[src/sv/code_lock_with_lockout_macros.svh]
// Assertion macros shared by the code lock RTL files.
`ifndef CODE_LOCK_WITH_LOCKOUT_MACROS_SVH
`define CODE_LOCK_WITH_LOCKOUT_MACROS_SVH

// The consequent must hold in the same cycle as the antecedent.
`define CLL_ASSERT_NOW(label, ante, cons) \
	label: assert property (@(posedge clk) disable iff (!arst_n) (ante) |-> (cons)) \
		else $error("code lock assertion failed");

// The consequent must hold in the cycle after the antecedent.
`define CLL_ASSERT_NEXT(label, ante, cons) \
	label: assert property (@(posedge clk) disable iff (!arst_n) (ante) |=> (cons)) \
		else $error("code lock assertion failed");

`endif

[src/sv/cll_pkg.sv]
// Package with types, codes and constants of the code lock.
package cll_pkg;

	localparam int CODE_DIGITS = 3;
	localparam int CODE_W = 2 * CODE_DIGITS;
	localparam int ENTRY_WAIT = CODE_DIGITS + 1;
	localparam int STEP_W = $clog2(ENTRY_WAIT + 1);
	localparam int TICK_W = 16;
	localparam int CNT_W = 4;
	localparam int FLASH_W = 6;

	localparam logic [FLASH_W-1:0] ACK_TICKS = FLASH_W'(10);
	localparam logic [FLASH_W-1:0] WRONG_TICKS = FLASH_W'(30);
	localparam logic [FLASH_W-1:0] GRANT_TICKS = FLASH_W'(50);
	localparam logic [CNT_W-1:0] FAIL_MAX = '1;

	localparam logic [1:0] MODE_TICK = 2'd0;
	localparam logic [1:0] MODE_DIGIT = 2'd1;
	localparam logic [1:0] MODE_ENTER = 2'd2;

	localparam logic [1:0] PH_NORMAL = 2'd0;
	localparam logic [1:0] PH_WARNING = 2'd1;
	localparam logic [1:0] PH_LOCKDOWN = 2'd2;

	localparam logic [1:0] FL_NONE = 2'd0;
	localparam logic [1:0] FL_ACK = 2'd1;
	localparam logic [1:0] FL_WRONG = 2'd2;
	localparam logic [1:0] FL_GRANT = 2'd3;

	localparam logic [2:0] EV_NONE = 3'd0;
	localparam logic [2:0] EV_GRANT = 3'd1;
	localparam logic [2:0] EV_WRONG = 3'd2;
	localparam logic [2:0] EV_TIMEOUT = 3'd3;
	localparam logic [2:0] EV_ADMIN = 3'd4;

	localparam int NUM_REGS = 8;
	localparam int APB_AW = $clog2(NUM_REGS * 4);
	localparam int REG_IDX_W = $clog2(NUM_REGS);
	localparam logic [REG_IDX_W-1:0] REG_OWNER_PIN = 3'd0;
	localparam logic [REG_IDX_W-1:0] REG_MASTER_PIN = 3'd1;
	localparam logic [REG_IDX_W-1:0] REG_ENTER_TIMEOUT = 3'd2;
	localparam logic [REG_IDX_W-1:0] REG_WARNING_TICKS = 3'd3;
	localparam logic [REG_IDX_W-1:0] REG_WARN_HALF = 3'd4;
	localparam logic [REG_IDX_W-1:0] REG_LOCK_HALF = 3'd5;
	localparam logic [REG_IDX_W-1:0] REG_WARN_AFTER = 3'd6;
	localparam logic [REG_IDX_W-1:0] REG_LOCK_AFTER = 3'd7;

	typedef struct packed {
		logic [CODE_W-1:0] owner_pin;
		logic [CODE_W-1:0] master_pin;
		logic [TICK_W-1:0] enter_timeout_ticks;
		logic [TICK_W-1:0] warning_ticks;
		logic [TICK_W-1:0] warn_half_ticks;
		logic [TICK_W-1:0] lock_half_ticks;
		logic [CNT_W-1:0] warn_after;
		logic [CNT_W-1:0] lock_after;
	} cll_cfg_t;

	typedef struct packed {
		logic alarm_led;
		logic wrong_led;
		logic blocked_led;
		logic [1:0] lock_state;
		logic [2:0] event_res;
	} cll_res_t;

endpackage

[src/sv/cll_ifs.sv]
// Request and result channel interfaces of the code lock.
interface cll_req_if;
	logic valid;
	logic ready;
	logic [1:0] mode;
	logic [1:0] digit;

	modport source (output valid, output mode, output digit, input ready);
	modport sink (input valid, input mode, input digit, output ready);
endinterface

interface cll_res_if;
	logic valid;
	logic ready;
	logic alarm_led;
	logic wrong_led;
	logic blocked_led;
	logic [1:0] lock_state;
	logic [2:0] event_res;

	modport source (output valid, output alarm_led, output wrong_led, output blocked_led,
		output lock_state, output event_res, input ready);
	modport sink (input valid, input alarm_led, input wrong_led, input blocked_led,
		input lock_state, input event_res, output ready);
endinterface

[src/sv/code_lock_with_lockout.sv]
// Top level of the keypad code lock with warning and lockdown phases.
//
// channel  dir  handshake     payload
// cmd      in   valid/ready   mode, digit
// res      out  valid/ready   alarm_led, wrong_led, blocked_led, lock_state, event_res
// apb      in   psel/penable  paddr, pwdata, prdata (eight registers)
//
// One request per cycle while the result is not stalled, set by the input register and the result register alone.
// A result is registered in the result register when its request leaves the input register.
// The lock state is updated in the cycle a request leaves the input register.
// A stalled result holds both stages; the input register still takes a request when empty.
// Reset clears the lock state and loads the default register values.
module code_lock_with_lockout
	import cll_pkg::*;
(
	input  logic              clk,
	input  logic              arst_n,
	input  logic              psel,
	input  logic              penable,
	input  logic              pwrite,
	input  logic [APB_AW-1:0] paddr,
	input  logic [31:0]       pwdata,
	output logic [31:0]       prdata,
	output logic              pready,
	cll_req_if.sink           cmd,
	cll_res_if.source         res
);

`include "code_lock_with_lockout_macros.svh"

	cll_cfg_t cfg;
	cll_res_t step_res;
	cll_res_t res_q;
	logic valid_s1, res_valid_q, adv, fire;
	logic [1:0] mode_s1, digit_s1;

	cll_regs u_regs (
		.clk(clk),
		.arst_n(arst_n),
		.psel(psel),
		.penable(penable),
		.pwrite(pwrite),
		.paddr(paddr),
		.pwdata(pwdata),
		.prdata(prdata),
		.pready(pready),
		.cfg(cfg)
	);

	assign adv = !res_valid_q || res.ready;
	assign fire = valid_s1 && adv;
	assign cmd.ready = !valid_s1 || adv;

	cll_core u_core (
		.clk(clk),
		.arst_n(arst_n),
		.fire(fire),
		.mode(mode_s1),
		.digit(digit_s1),
		.cfg(cfg),
		.res(step_res)
	);

	always_ff @(posedge clk or negedge arst_n) begin
		if (!arst_n) begin
			valid_s1 <= 1'b0;
			res_valid_q <= 1'b0;
		end else begin
			if (cmd.ready)
				valid_s1 <= cmd.valid;
			if (adv)
				res_valid_q <= valid_s1;
		end
	end

	always_ff @(posedge clk) begin
		if (cmd.ready && cmd.valid) begin
			mode_s1 <= cmd.mode;
			digit_s1 <= cmd.digit;
		end
		if (fire)
			res_q <= step_res;
	end

	assign res.valid = res_valid_q;
	assign res.alarm_led = res_q.alarm_led;
	assign res.wrong_led = res_q.wrong_led;
	assign res.blocked_led = res_q.blocked_led;
	assign res.lock_state = res_q.lock_state;
	assign res.event_res = res_q.event_res;

	`CLL_ASSERT_NEXT(a_s1_hold, valid_s1 && !adv, valid_s1 && $stable(mode_s1))

endmodule

[src/sv/cll_regs.sv]
// APB configuration register file of the code lock.
module cll_regs
	import cll_pkg::*;
(
	input  logic              clk,
	input  logic              arst_n,
	input  logic              psel,
	input  logic              penable,
	input  logic              pwrite,
	input  logic [APB_AW-1:0] paddr,
	input  logic [31:0]       pwdata,
	output logic [31:0]       prdata,
	output logic              pready,
	output cll_cfg_t          cfg
);

	cll_cfg_t cfg_q;
	logic wr_en;
	logic [REG_IDX_W-1:0] idx;

	assign pready = 1'b1;
	assign wr_en = psel & penable & pwrite;
	assign idx = paddr[APB_AW-1:2];
	assign cfg = cfg_q;

	always_ff @(posedge clk or negedge arst_n) begin
		if (!arst_n) begin
			cfg_q.owner_pin <= CODE_W'(27);
			cfg_q.master_pin <= CODE_W'(61);
			cfg_q.enter_timeout_ticks <= TICK_W'(500);
			cfg_q.warning_ticks <= TICK_W'(1000);
			cfg_q.warn_half_ticks <= TICK_W'(50);
			cfg_q.lock_half_ticks <= TICK_W'(100);
			cfg_q.warn_after <= CNT_W'(2);
			cfg_q.lock_after <= CNT_W'(3);
		end else if (wr_en) begin
			case (idx)
				REG_OWNER_PIN: cfg_q.owner_pin <= pwdata[CODE_W-1:0];
				REG_MASTER_PIN: cfg_q.master_pin <= pwdata[CODE_W-1:0];
				REG_ENTER_TIMEOUT: cfg_q.enter_timeout_ticks <= pwdata[TICK_W-1:0];
				REG_WARNING_TICKS: cfg_q.warning_ticks <= pwdata[TICK_W-1:0];
				REG_WARN_HALF: cfg_q.warn_half_ticks <= pwdata[TICK_W-1:0];
				REG_LOCK_HALF: cfg_q.lock_half_ticks <= pwdata[TICK_W-1:0];
				REG_WARN_AFTER: cfg_q.warn_after <= pwdata[CNT_W-1:0];
				REG_LOCK_AFTER: cfg_q.lock_after <= pwdata[CNT_W-1:0];
				default: ;
			endcase
		end
	end

	always_comb begin
		case (idx)
			REG_OWNER_PIN: prdata = 32'(cfg_q.owner_pin);
			REG_MASTER_PIN: prdata = 32'(cfg_q.master_pin);
			REG_ENTER_TIMEOUT: prdata = 32'(cfg_q.enter_timeout_ticks);
			REG_WARNING_TICKS: prdata = 32'(cfg_q.warning_ticks);
			REG_WARN_HALF: prdata = 32'(cfg_q.warn_half_ticks);
			REG_LOCK_HALF: prdata = 32'(cfg_q.lock_half_ticks);
			REG_WARN_AFTER: prdata = 32'(cfg_q.warn_after);
			REG_LOCK_AFTER: prdata = 32'(cfg_q.lock_after);
			default: prdata = '0;
		endcase
	end

endmodule

[src/sv/cll_core.sv]
// Lock state registers and the combinational update for one request.
module cll_core
	import cll_pkg::*;
(
	input  logic       clk,
	input  logic       arst_n,
	input  logic       fire,
	input  logic [1:0] mode,
	input  logic [1:0] digit,
	input  cll_cfg_t   cfg,
	output cll_res_t   res
);

`include "code_lock_with_lockout_macros.svh"

	logic [1:0] phase_q, n_phase;
	logic [STEP_W-1:0] step_q, n_step;
	logic [CODE_W-1:0] digits_q, n_digits;
	logic [TICK_W-1:0] wait_q, n_wait;
	logic [CNT_W-1:0] fail_q, n_fail;
	logic warned_q, n_warned;
	logic [TICK_W-1:0] ptimer_q, n_ptimer;
	logic [TICK_W-1:0] btimer_q, n_btimer;
	logic blink_q, n_blink;
	logic [FLASH_W-1:0] ftimer_q, n_ftimer;
	logic [1:0] fkind_q, n_fkind;
	logic [2:0] ev;

	logic [TICK_W-1:0] warn_len, warn_half, lock_half, pt_inc, bt_inc;
	logic [FLASH_W-1:0] ft_dec;
	logic [STEP_W-1:0] step_inc;
	logic press_ok;

	assign warn_len = (cfg.warning_ticks == '0) ? TICK_W'(1) : cfg.warning_ticks;
	assign warn_half = (cfg.warn_half_ticks == '0) ? TICK_W'(1) : cfg.warn_half_ticks;
	assign lock_half = (cfg.lock_half_ticks == '0) ? TICK_W'(1) : cfg.lock_half_ticks;
	assign pt_inc = ptimer_q + TICK_W'(1);
	assign bt_inc = btimer_q + TICK_W'(1);
	assign ft_dec = (ftimer_q != '0) ? ftimer_q - FLASH_W'(1) : ftimer_q;
	assign step_inc = step_q + STEP_W'(1);
	assign press_ok = (fkind_q == FL_NONE) && (phase_q != PH_WARNING);

	always_comb begin
		n_phase = phase_q;
		n_step = step_q;
		n_digits = digits_q;
		n_wait = wait_q;
		n_fail = fail_q;
		n_warned = warned_q;
		n_ptimer = ptimer_q;
		n_btimer = btimer_q;
		n_blink = blink_q;
		n_ftimer = ftimer_q;
		n_fkind = fkind_q;
		ev = EV_NONE;
		case (mode)
			MODE_TICK: begin
				if (fkind_q != FL_NONE) begin
					n_ftimer = ft_dec;
					if (ft_dec == '0) begin
						n_fkind = FL_NONE;
						if (fkind_q == FL_WRONG) begin
							if (fail_q >= cfg.warn_after && !warned_q) begin
								n_phase = PH_WARNING;
								n_warned = 1'b1;
								n_ptimer = '0;
								n_btimer = '0;
								n_blink = 1'b1;
							end else if (fail_q >= cfg.lock_after && warned_q) begin
								n_phase = PH_LOCKDOWN;
								n_btimer = '0;
								n_blink = 1'b0;
							end
						end
					end
				end else if (phase_q == PH_WARNING) begin
					if (pt_inc >= warn_len || pt_inc == '0) begin
						n_phase = PH_NORMAL;
						n_blink = 1'b0;
						n_btimer = '0;
						n_ptimer = '0;
					end else begin
						n_ptimer = pt_inc;
						if (bt_inc >= warn_half) begin
							n_blink = ~blink_q;
							n_btimer = '0;
						end else begin
							n_btimer = bt_inc;
						end
					end
				end else begin
					if (phase_q == PH_LOCKDOWN) begin
						if (bt_inc >= lock_half) begin
							n_blink = ~blink_q;
							n_btimer = '0;
						end else begin
							n_btimer = bt_inc;
						end
					end
					if (step_q == STEP_W'(ENTRY_WAIT)) begin
						if (wait_q <= TICK_W'(1)) begin
							n_step = '0;
							n_wait = '0;
							ev = EV_TIMEOUT;
						end else begin
							n_wait = wait_q - TICK_W'(1);
						end
					end
				end
			end
			MODE_DIGIT: begin
				if (digit != 2'd0 && press_ok && step_q != '0
						&& step_q < STEP_W'(ENTRY_WAIT)) begin
					n_digits = CODE_W'({digits_q, digit});
					n_step = step_inc;
					if (step_inc == STEP_W'(ENTRY_WAIT))
						n_wait = cfg.enter_timeout_ticks;
					n_fkind = FL_ACK;
					n_ftimer = ACK_TICKS;
				end
			end
			MODE_ENTER: begin
				if (press_ok) begin
					if (step_q == '0) begin
						n_step = STEP_W'(1);
						n_digits = '0;
					end else if (step_q == STEP_W'(ENTRY_WAIT)) begin
						n_step = '0;
						n_wait = '0;
						if (phase_q == PH_LOCKDOWN) begin
							if (digits_q == cfg.master_pin) begin
								n_phase = PH_NORMAL;
								n_fail = '0;
								n_warned = 1'b0;
								n_blink = 1'b0;
								n_btimer = '0;
								ev = EV_ADMIN;
							end else begin
								ev = EV_WRONG;
							end
						end else if (digits_q == cfg.owner_pin) begin
							n_fail = '0;
							n_warned = 1'b0;
							n_fkind = FL_GRANT;
							n_ftimer = GRANT_TICKS;
							ev = EV_GRANT;
						end else begin
							if (fail_q != FAIL_MAX)
								n_fail = fail_q + CNT_W'(1);
							n_fkind = FL_WRONG;
							n_ftimer = WRONG_TICKS;
							ev = EV_WRONG;
						end
					end
				end
			end
			default: ;
		endcase
	end

	always_comb begin
		res.alarm_led = (n_fkind == FL_GRANT) || (n_phase == PH_LOCKDOWN && n_fkind != FL_WRONG);
		res.wrong_led = (n_fkind == FL_ACK) || (n_fkind == FL_WRONG);
		res.blocked_led = (n_phase != PH_NORMAL) ? n_blink : 1'b0;
		res.lock_state = n_phase;
		res.event_res = ev;
	end

	always_ff @(posedge clk or negedge arst_n) begin
		if (!arst_n) begin
			phase_q <= PH_NORMAL;
			step_q <= '0;
			digits_q <= '0;
			wait_q <= '0;
			fail_q <= '0;
			warned_q <= 1'b0;
			ptimer_q <= '0;
			btimer_q <= '0;
			blink_q <= 1'b0;
			ftimer_q <= '0;
			fkind_q <= FL_NONE;
		end else if (fire) begin
			phase_q <= n_phase;
			step_q <= n_step;
			digits_q <= n_digits;
			wait_q <= n_wait;
			fail_q <= n_fail;
			warned_q <= n_warned;
			ptimer_q <= n_ptimer;
			btimer_q <= n_btimer;
			blink_q <= n_blink;
			ftimer_q <= n_ftimer;
			fkind_q <= n_fkind;
		end
	end

	`CLL_ASSERT_NOW(a_flash_timer, 1'b1, (fkind_q == FL_NONE) == (ftimer_q == '0))
	`CLL_ASSERT_NOW(a_warn_marked, phase_q == PH_WARNING, warned_q)
	`CLL_ASSERT_NEXT(a_idle_state_hold, !fire, $stable(phase_q) && $stable(step_q))

endmodule
[src/flat_wrapper.sv]
// flat-port wrapper written by rule: the top's interface ports become plain ports
module code_lock_with_lockout_flat import cll_pkg::*;
  (clk, arst_n, psel, penable, pwrite, paddr, pwdata, prdata, pready, cmd_valid, cmd_mode, cmd_digit, cmd_ready, res_valid, res_alarm_led, res_wrong_led, res_blocked_led, res_lock_state, res_event_res, res_ready);
  cll_req_if cmd_i ();
  cll_res_if res_i ();
  input  logic clk;
  input  logic arst_n;
  input  logic psel;
  input  logic penable;
  input  logic pwrite;
  input  logic [APB_AW-1:0] paddr;
  input  logic [31:0] pwdata;
  output logic [31:0] prdata;
  output logic pready;
  input wire logic [$bits(cmd_i.valid)-1:0] cmd_valid;
  input wire logic [$bits(cmd_i.mode)-1:0] cmd_mode;
  input wire logic [$bits(cmd_i.digit)-1:0] cmd_digit;
  output wire logic [$bits(cmd_i.ready)-1:0] cmd_ready;
  output wire logic [$bits(res_i.valid)-1:0] res_valid;
  output wire logic [$bits(res_i.alarm_led)-1:0] res_alarm_led;
  output wire logic [$bits(res_i.wrong_led)-1:0] res_wrong_led;
  output wire logic [$bits(res_i.blocked_led)-1:0] res_blocked_led;
  output wire logic [$bits(res_i.lock_state)-1:0] res_lock_state;
  output wire logic [$bits(res_i.event_res)-1:0] res_event_res;
  input wire logic [$bits(res_i.ready)-1:0] res_ready;
  assign cmd_i.valid = cmd_valid;
  assign cmd_i.mode = cmd_mode;
  assign cmd_i.digit = cmd_digit;
  assign cmd_ready = cmd_i.ready;
  assign res_valid = res_i.valid;
  assign res_alarm_led = res_i.alarm_led;
  assign res_wrong_led = res_i.wrong_led;
  assign res_blocked_led = res_i.blocked_led;
  assign res_lock_state = res_i.lock_state;
  assign res_event_res = res_i.event_res;
  assign res_i.ready = res_ready;
  code_lock_with_lockout u_core (.clk(clk), .arst_n(arst_n), .psel(psel), .penable(penable), .pwrite(pwrite), .paddr(paddr), .pwdata(pwdata), .prdata(prdata), .pready(pready), .cmd(cmd_i), .res(res_i));
endmodule
[config.mk]
export PLATFORM = sky130hd
export DESIGN_NAME = code_lock_with_lockout_flat
export DESIGN_NICKNAME = d
export VERILOG_FILES = /design/src/sv/cll_pkg.sv /design/src/sv/cll_ifs.sv /design/src/sv/code_lock_with_lockout.sv /design/src/sv/cll_regs.sv /design/src/sv/cll_core.sv /design/src/flat_wrapper.sv
export VERILOG_INCLUDE_DIRS = /design/src /design/src/sv
export SDC_FILE = /design/constraint.sdc
export NUM_CORES = 1
export LEC_CHECK = 0
export ABC_AREA = 1
export BUFFER_PORTS_ARGS = -buffer_cell sky130_fd_sc_hd__buf_4
export CAP_MARGIN = 20
export CORE_ASPECT_RATIO = 1.1
export CORE_UTILIZATION = 65
export DETAILED_ROUTE_END_ITERATION = 8
export GPL_TIMING_DRIVEN = 1
export PLACE_DENSITY_LB_ADDON = 0.08
export SLEW_MARGIN = 5
export SYNTH_ARGS = -nofsm -noshare
export SYNTH_HDL_FRONTEND = slang
export SYNTH_SLANG_ARGS = --single-unit
export TNS_END_PERCENT = 10
[constraint.sdc]
create_clock -name clk -period 5.3 [get_ports clk]
set_input_delay 1.06 -clock clk [delete_from_list [all_inputs] [get_ports clk]]
set_output_delay 1.06 -clock clk [all_outputs]
set_load 0.005 [all_outputs]
==> summary.md, run 1 <==
| Metric | Value |
|---|---|
| Clk pwr share | 0.242 |
| Final Non-Filler Cells | 1668 |
| Routability cong. | 0.899 |
| HPWL after detailed placement | 20.1 mm |
| VDD IR max | 293 uV |
| Critical Path Fanout Max | 4 |
| Main synth FF type | dfrtp_1 |
| Row Count | 49 |
| Cell variety after synth | 56 |
| Clock-pin slew on the worst setup and hold paths | 0.06 ns |
| Mapped Avg Cell Area | 7.70 um^2 |
| Final min period | 3.85 ns |
| Synth Cell Area | 10800 um^2 |
| Layout cells sized above 1 | 0.109 |
| Hold_sp | u_core.u_regs.cfg[36]$_DFFE_PN0P_ |
| Total number of vias | 9698 |
| Routed len/inst | 16.3 um |
| Die ar. | 17200 um^2 |
| Vias in the first global route | 8960 |
| Input/output buffers | 55 |
| Via-per-instance ratio | 5.81 |
| Initial Util | 0.664 |
| Number of post-CTS setup repair buffers | 0 |
| Final hold vios | 0 |
| Pre-antenna DRT Iters | 7 |
| FFs w/ async S/R, synth | 0.930 |
| Maxcap violations | 0 |
| Final net count | 1570 |
| Die span in x | 125 um |
| R2r startpoint | u_core.u_core.btimer_q[0]$_DFFE_PN0P_ |
| First-pass GRT wire length | 44.0 mm |
| Worst relative slew slack | 0.365 |
| Final-report setup violation count | 0 |
| Largest net degree at the start of global routing | 105 |
| Fill cells | 1311 |
| Die height | 137 um |
| Setup crit end kind | flop |
| Met2 Use GR | 0.530 |
| P_leak | 5.88 nW |
| Sequential share of power | 0.382 |
| PwrDens | 438 nW/um^2 |
| Post-synth EDFFs | 12 |
| Int Pwr | 3.11 mW |
| Antenna fix cells | 0 |
| Area growth from synthesis to layout | 10.2% |
| CTS Buffer Depth | 2 |
| Fmax | 260 MHz |
| Clk Latency, worst-skew pair | 0.44 ns |
| Post-CTS resize count | 0 |
| Net Sw Frac | 0.406 |
| Status | complete, no violations |
| Unrepaired setup endpoints after global routing | false |
| Sink Count | 171 |
| Post-CTS Hold Buffers | 0 |
| Met3 usage | 0.0548 |
| Met1 Use GR | 0.441 |
| Setup TNS | 0 ns |
| GRT busiest layer | met2 |
| Crit share post-route | 0.727 |
| Inst Count DP | 1636 |
| Cells after Synth | 1406 |
| Worst EP arrival | 4.04 ns |
| Worst Skew | 0.00896 ns |
| Initial drt markers | 817 |
| Initial antenna violation count | 0 |
| Total Wirelength | 27.2 mm |
| CTS tree | done |
| Worst setup SP type | flop |
| Antenna viol nets, final | 0 |
| Hold Crit Class | flop to flop |
| Critical path type | flop to flop |
| Post-synthesis sequential element count | 171 |
| Root Driver | clkbuf_16 |
| Core ar. | 16300 um^2 |
| Final Slew Violations | 0 |
| Yosys warning total | 0 |
| WP data required | 5.49 ns |
| Total global routing overflow | 0 |
| Net Sw Power | 2.12 mW |
| I/O pins | 91 |
| Total CTS buffers | 17 |
| Combinational share of power | 0.376 |
| Post-route DRC | 0 |
| Critical Path Source | u_core.u_core.btimer_q[0]$_DFFE_PN0P_ |
| CTS H-tree lvls | 4 |
| Fraction of the yosys area taken by sequential cells | 0.404 |
| Worst-Margin Slew | 0.952 ns |
| All-Layer GR Usage | 0.327 |
## worst max-delay path, cell delays in order, from the launching register on
cell	delay, ns
dfrtp_1	0.43
ha_1	0.21
nand3_1	0.13
nor2_1	0.15
nand3_1	0.10
nor2_1	0.17
nand3_1	0.13
nor3_1	0.25
nand3_1	0.13
xor2_1	0.24
inv_1	0.12
ha_1	0.30
nand2_1	0.09
o21ai_0	0.11
a21oi_1	0.27
nand2_1	0.18
nand2_1	0.09
nand2_1	0.05
nand3_1	0.06
nand2_1	0.08
nand2_1	0.07
nand3_1	0.10
o21ai_1	0.11
inv_1	0.05
## final cells by class
class	count	area, um^2	area share
Clock buffer	22	474	0.0397
Multi-Input combinational cell	983	5430	0.455
Inverter	217	815	0.0682
Sequential cell	171	4380	0.366
Timing Repair Buffer	62	473	0.0396
Clock inverter	9	115	0.00964
Tap cell	204	255	0.0214
## power by group through the flow
stage,Combinational (mW),Clock (mW),Sequential (mW)
after floorplan,1.45,0,1.92
after global placement,1.85,0,1.99
after detailed placement,1.92,0,2.00
after CTS,1.95,1.28,1.99
after global routing,2.24,1.32,2.04
final,1.97,1.27,2.00
## metal layers
| layer | part of all wire | routed length (um) |
|---|---|---|
| met3 | 0.053 | 1450 |
| met1 | 0.45 | 12300 |
| met2 | 0.47 | 12700 |
| met5 | 0 | 0 |
| met4 | 0.026 | 720 |
## cell families (layout without fill, tap and decap cells)
family                     count (synthesis)  count (layout)  share of synthesized area
DFF                                      171             171                      0.404
adders and majority gates                 70              70                     0.0809
xor gates and xnor gates                  28              28                     0.0226
AOI/OAI and AO/OA                        289             289                      0.158
other                                      2              17                   0.000693
and+or+nand+nor                          579             579                      0.234
buffers and inverters                    267             310                     0.0996
## state kept, by name (all words and copies together) (netlist names), 2 cells and up
register / flops
u_core.digit_s1: 2
u_core.mode_s1: 2
u_core.res.event_res: 3
u_core.res.lock_state: 2
u_core.u_core.btimer_q: 16
u_core.u_core.digits_q: 6
u_core.u_core.fail_q: 4
u_core.u_core.fkind_q: 2
u_core.u_core.ftimer_q: 6
u_core.u_core.phase_q: 2
u_core.u_core.ptimer_q: 16
u_core.u_core.step_q: 3
u_core.u_core.wait_q: 16
u_core.u_regs.cfg: 84
## cell usage after synthesis (all sizes together), types with 2 or more instances
cell type	count	share of area
a211oi	2	0.0014
a21o	2	0.0014
a21oi	51	0.024
a221oi	4	0.0032
a22o	2	0.0016
a22oi	11	0.0076
a31oi	6	0.0035
a32oi	2	0.0016
and3	2	0.0012
buf	25	0.016
clkbuf	25	0.0087
conb	2	0.00069
dfrtp	129	0.30
dfstp	30	0.073
edfxtp	12	0.033
ha	70	0.081
inv	216	0.075
nand2	338	0.12
nand3	89	0.043
nand3b	2	0.0014
nand4	29	0.017
nor2	93	0.037
nor3	18	0.010
nor4	4	0.0023
o2111ai	4	0.0032
o211ai	7	0.0053
o21a	3	0.0021
o21ai	156	0.076
o21bai	2	0.0014
o221ai	12	0.0097
o22ai	16	0.0092
o31ai	3	0.0021
o41ai	3	0.0024
or2	3	0.0017
xnor2	2	0.0016
xor2	26	0.021
## placed cells by master (no fill, tap or decap), types with 4 or more instances in the layout
| cell | count |
|---|---|
| o221ai_1 | 12 |
| o2111ai_1 | 4 |
| nor2_1 | 84 |
| a22oi_1 | 11 |
| a31oi_1 | 6 |
| o22ai_1 | 16 |
| inv_1 | 214 |
| nor3_2 | 4 |
| o21ai_1 | 7 |
| edfxtp_1 | 12 |
| clkbuf_16 | 17 |
| xor2_1 | 26 |
| conb_1 | 17 |
| nor2_4 | 4 |
| a221oi_1 | 4 |
| dfrtp_1 | 129 |
| nor4_1 | 4 |
| nand3_1 | 86 |
| buf_4 | 60 |
| o21ai_0 | 140 |
| nor3_1 | 14 |
| dfstp_2 | 30 |
| nand2_1 | 333 |
| o21ai_2 | 8 |
| nand4_1 | 29 |
| a21oi_1 | 49 |
| ha_1 | 70 |
| nor2_2 | 4 |
| o211ai_1 | 6 |
## path summary, 6_finish.rpt
path | endpoint | slack, ns | depth (start not counted)
setup / recovery | u_core.res.blocked_led$_SDFFCE_PN0P_ | 1.45 | 23
hold / removal | u_core.u_regs.cfg[36]$_DFFE_PN0P_ | 0.49 | 2
setup reg to reg | u_core.res.blocked_led$_SDFFCE_PN0P_ | 1.45 | 23
hold reg to reg | u_core.u_regs.cfg[36]$_DFFE_PN0P_ | 0.49 | 2
max in group asynchronous | u_core.u_regs.cfg[75]$_DFFE_PN1P_ | 3.53 | 2
min in group asynchronous | u_core.u_core.ptimer_q[10]$_DFFE_PN0P_ | 0.75 | 1
## through the flow
step,cell area (um^2),setup WS [ns],power [mW],utilization,hold slack (ns)
4_1_cts,11900,1.45,5.21,0.732,0.490
3_3_place_gp,11300,1.54,3.84,0.695,0.465
5_1_grt,11900,0.959,5.60,0.732,0.503
6_report,11900,1.45,5.24,0.732,0.489
3_5_place_dp,11300,1.44,3.93,0.695,0.474
2_1_floorplan,10900,2.14,3.38,-,0.449
Note: power is estimated with default switching activity, not from simulation.
==> run 2: changes to the inputs <==
ABC_AREA = 0   (was 1)
CORE_UTILIZATION = 61   (was 65)
clock period = 3.82 ns   (was 5.3 ns; I/O delays follow)
==> summary.md, run 2 <==
| Metric | Value |
|---|---|
| Status | complete, no violations |
| Final net count | 1377 (-12%) |
| Initial Util | 0.625 (-0.0394) |
| CTS tree | done |
| Via-per-instance ratio | 6.04 (+3.9%) |
| Crit path max-delay cell type | a2111o_1 |
| Synth Cell Area | 10700 um^2 (-1.5%) |
| Critical path type | flop to flop |
| Maxcap violations | 0 (unchanged) |
| Die span in x | 128 um (+2.4%) |
| Mapped Avg Cell Area | 9.01 um^2 (+17%) |
| Total Wirelength | 27.7 mm (+1.8%) |
| Layout cells sized above 1 | 0.182 (+0.0730) |
| Critical path buffer and inverter count | 2 (unchanged) |
| Sequential share of power | 0.420 (+0.038) |
| Yosys warning total | 0 (unchanged) |
| Initial antenna violation count | 0 (unchanged) |
| Worst setup SP type | flop |
| Routability cong. | 0.951 (+5.8%) |
| Hold Crit Class | input pin to async pin |
| Initial drt markers | 927 (+13%) |
| Post-synthesis sequential element count | 171 (unchanged) |
| Crit-path leading delay family | compound AO/OA/AOI/OAI gates |
| Largest register FFs | 84 (unchanged) |
| VDD IR max | 327 uV (+12%) |
| Core ar. | 17100 um^2 (+4.7%) |
| Top cell type's share of synthesized area | 0.302 (+0.00447) |
| Input/output buffers | 55 (unchanged) |
| Post-CTS Hold Buffers | 0 (unchanged) |
| Setup slack at placement | -0.0182 ns (-1.46 ns) |
| Final-report setup violation count | 0 (unchanged) |
| Fraction of the yosys area taken by sequential cells | 0.410 (+0.00606) |
| Top cell type by total area after synthesis | dfrtp_1 |
| Total number of vias | 9096 (-6.2%) |
| R2r endpoint | u_core.u_core.btimer_q[6]$_DFFE_PN0P_ |
| R2R setup slack | 0.11 ns (-1.34 ns) |
| PwrDens | 496 nW/um^2 (+13%) |
| R2r startpoint | u_core.u_core.btimer_q[2]$_DFFE_PN0P_ |
| Total CTS buffers | 17 (unchanged) |
| Combinational share of power | 0.284 (-0.092) |
| Net Sw Frac | 0.343 (-0.0626) |
| Total power | 6.08 mW (+16%) |
| Register area | 4380 um^2 (about the same) |
| Clk Latency, worst-skew pair | 0.44 ns (about the same) |
| Antenna viol nets, final | 0 (unchanged) |
| FFs w/ async S/R, synth | 0.930 (unchanged) |
| First-pass GRT wire length | 44.0 mm (about the same) |
| Final instance area | 12300 um^2 (+2.6%) |
| Cells after Synth | 1185 (-16%) |
| Post-synth EDFFs | 12 (unchanged) |
| Die ar. | 18000 um^2 (+4.9%) |
| Row Count | 50 (+2.0%) |
| Critical path's largest stage delay | 0.42 ns (about the same) |
| Sink Count | 171 (unchanged) |
| Setup crit end kind | flop |
| Fill cells | 1317 (+0.46%) |
| Area occupied by multi-input gates | 5820 um^2 (+7.2%) |
| WP data required | 4.19 ns (-1.30 ns) |
| Min setup slack post-route | 0.110 ns (-1.34 ns) |
| Die height | 141 um (+2.4%) |
| Post-DP Area | 11500 um^2 (+1.1%) |
| Cell variety after synth | 68 (+21%) |
| Commonest non-fill, non-tap cell in the layout | nand2_1 |
| Vias in the first global route | 8436 (-5.8%) |
| Post-route DRC | 0 (unchanged) |
| All-Layer GR Usage | 0.316 (-0.0107) |
| R2R cell count | 16 (-30%) |
| Routed len/inst | 18.4 um (+13%) |
| Final Core Density | 0.717 (-0.0149) |
| Total global routing overflow | 0 (unchanged) |
| Top post-synthesis cells by area | dfrtp_1, ha_1, dfstp_2 |
| Crit share post-route | 0.971 (+0.244) |
| Root Driver | clkbuf_16 |
| Area growth from synthesis to layout | 14.8% |
| CTS H-tree lvls | 4 (unchanged) |
| HPWL after detailed placement | 20.3 mm (+1.0%) |
| Net Sw Power | 2.09 mW (-1.8%) |
| P_leak | 5.75 nW (-2.1%) |
| Final min period | 3.71 ns (-0.142 ns) |
| Int Pwr | 4.00 mW (+28%) |
| CTS Buffer Depth | 2 (unchanged) |
| Worst-Margin Slew | 0.875 ns (-0.0773 ns) |
| Worst relative slew slack | 0.417 (+0.0515) |
| Largest net degree at the start of global routing | 91 (-13%) |
| Clock-pin slew on the worst setup and hold paths | 0.07 ns (about the same) |
| Critical Path, Cell by Cell | and3_1 -> and3_4 -> nand3_4 -> buf_6 -> nor2_1 -> xor2_1 -> ha_1 -> and3_1 -> o21ai_1 -> a21oi_2 -> a2111o_1 -> a311o_1 -> a2111o_1 -> buf_8 -> a21oi_1 -> a21o_1 |
| Commonest cells after routing, fill and taps aside | nand2_1, o21ai_0, dfrtp_1 |
| Final Slew Violations | 0 (unchanged) |
| Pre-antenna DRT Iters | 6 (-1) |
| Worst EP arrival | 4.08 ns (+0.04 ns) |
| I/O pins | 91 (unchanged) |
| Clk pwr share | 0.297 (+0.055) |
| Most common cell in the netlist | nand2_1 |
| Synth cell count leaders | nand2_1, o21ai_0, dfrtp_1 |
| Worst Skew | 0.0126 ns (+0.00361 ns) |
| Final hold vios | 0 (unchanged) |
| Critical Path Fanout Max | 16 (+12) |
| Fmax | 270 MHz (+3.8%) |
| Antenna fix cells | 0 (unchanged) |
| Main synth FF type | dfrtp_1 |
run 2: cell count changes after synthesis, sizes merged, moves of 12 or more:
cell | before | now
nand3 | 89 | 23
nand2 | 338 | 154
a22o | 2 | 14
nor4 | 4 | 16
nand2b | 0 | 23
mux2i | 0 | 26
nor2 | 93 | 65
o21ai | 156 | 143
mux2 | 0 | 33
nand4 | 29 | 13
xnor2 | 2 | 16
inv | 216 | 91
run 2: routing by layer:
metal / vias up / GRT usage / wire length (um) / part of all wire
met5: - / 0 / 0 / 0
met4: 0 / 0.115 / 848 / 0.031
met3: 74 / 0.0584 / 1500 / 0.054
met2: 293 / 0.515 / 13300 / 0.48
met1: 4377 / 0.423 / 12000 / 0.43
li1: 4352 / - / - / -
run 2: how the worst max path moves through the flow:
| stage | startpoint | endpoint | slack [ns] | cells after the start |
|---|---|---|---|---|
| 2_1_floorplan | u_core.u_core.btimer_q[2]$_DFFE_PN0P_ | u_core.u_core.btimer_q[11]$_DFFE_PN0P_ | 0.19 | 16 |
| 3_3_place_gp | u_core.u_core.btimer_q[2]$_DFFE_PN0P_ | u_core.u_core.btimer_q[6]$_DFFE_PN0P_ | 0.02 | 16 |
| 3_5_place_dp | u_core.u_core.btimer_q[3]$_DFFE_PN0P_ | u_core.u_core.btimer_q[3]$_DFFE_PN0P_ | -0.02 | 16 |
| 4_1_cts | u_core.u_core.btimer_q[3]$_DFFE_PN0P_ | u_core.u_core.btimer_q[3]$_DFFE_PN0P_ | 0.00006 | 16 |
| 5_1_grt | u_core.u_core.btimer_q[3]$_DFFE_PN0P_ | u_core.u_core.btimer_q[6]$_DFFE_PN0P_ | -0.02 | 16 |
| 6_report | u_core.u_core.btimer_q[2]$_DFFE_PN0P_ | u_core.u_core.btimer_q[6]$_DFFE_PN0P_ | 0.11 | 16 |
run 2: what timing repair did:
action                     4_1_cts  5_1_grt
setup endpoints to repair       15       21
setup buffers                    0        5
resized for setup                6       28
pin swaps                        2        9
run 2: worst register-to-register path, stage by stage (launching register included):
cell,delay [ns]
dfrtp_1,0.34
and3_1,0.17
and3_4,0.21
nand3_4,0.10
buf_6,0.15
nor2_1,0.12
xor2_1,0.22
ha_1,0.29
and3_1,0.19
o21ai_1,0.23
a21oi_2,0.11
a2111o_1,0.42
a311o_1,0.31
a2111o_1,0.40
buf_8,0.17
a21oi_1,0.14
a21o_1,0.10
run 2: power by group through the flow:
| stage | clock network (mW) | registers (mW) | logic [mW] |
|---|---|---|---|
| 2_1_floorplan | 0 | 2.48 | 1.15 |
| 3_3_place_gp | 0 | 2.56 | 1.60 |
| 3_5_place_dp | 0 | 2.57 | 1.65 |
| 4_1_cts | 1.82 | 2.54 | 1.67 |
| 5_1_grt | 1.90 | 2.59 | 1.93 |
| 6_report | 1.81 | 2.55 | 1.72 |
run 2: kinds of logic (layout without fill, tap and decap cells):
logic type / count (synthesis) / after routing / synth area share
buffers and inverters: 153 / 225 / 0.0614
adder cells (fa/ha/maj): 70 / 70 / 0.0821
AO/OA/AOI/OAI: 320 / 320 / 0.185
other: 2 / 17 / 0.000704
multiplexers: 60 / 60 / 0.0613
flip-flops: 171 / 171 / 0.410
XOR/XNOR: 36 / 36 / 0.0295
AND/OR/NAND/NOR: 373 / 373 / 0.170
run 2: metrics by stage:
stage	hold slack, ns	std cells	TNS (ns)
4_1_cts	0.442	1501	0
6_report	0.386	1506	0
2_1_floorplan	0.457	1200	0
3_3_place_gp	0.464	1469	0
5_1_grt	0.462	1506	-0.0264
3_5_place_dp	0.481	1469	-0.0595
run 2: cell type report:
| cell class | count | area share |
|---|---|---|
| Clock buffer | 21 | 0.0394 |
| Clock inverter | 11 | 0.0105 |
| Inverter | 91 | 0.0279 |
| Multi-Input combinational cell | 876 | 0.475 |
| Sequential cell | 171 | 0.357 |
| Tap cell | 234 | 0.0239 |
| Timing Repair Buffer | 102 | 0.0658 |
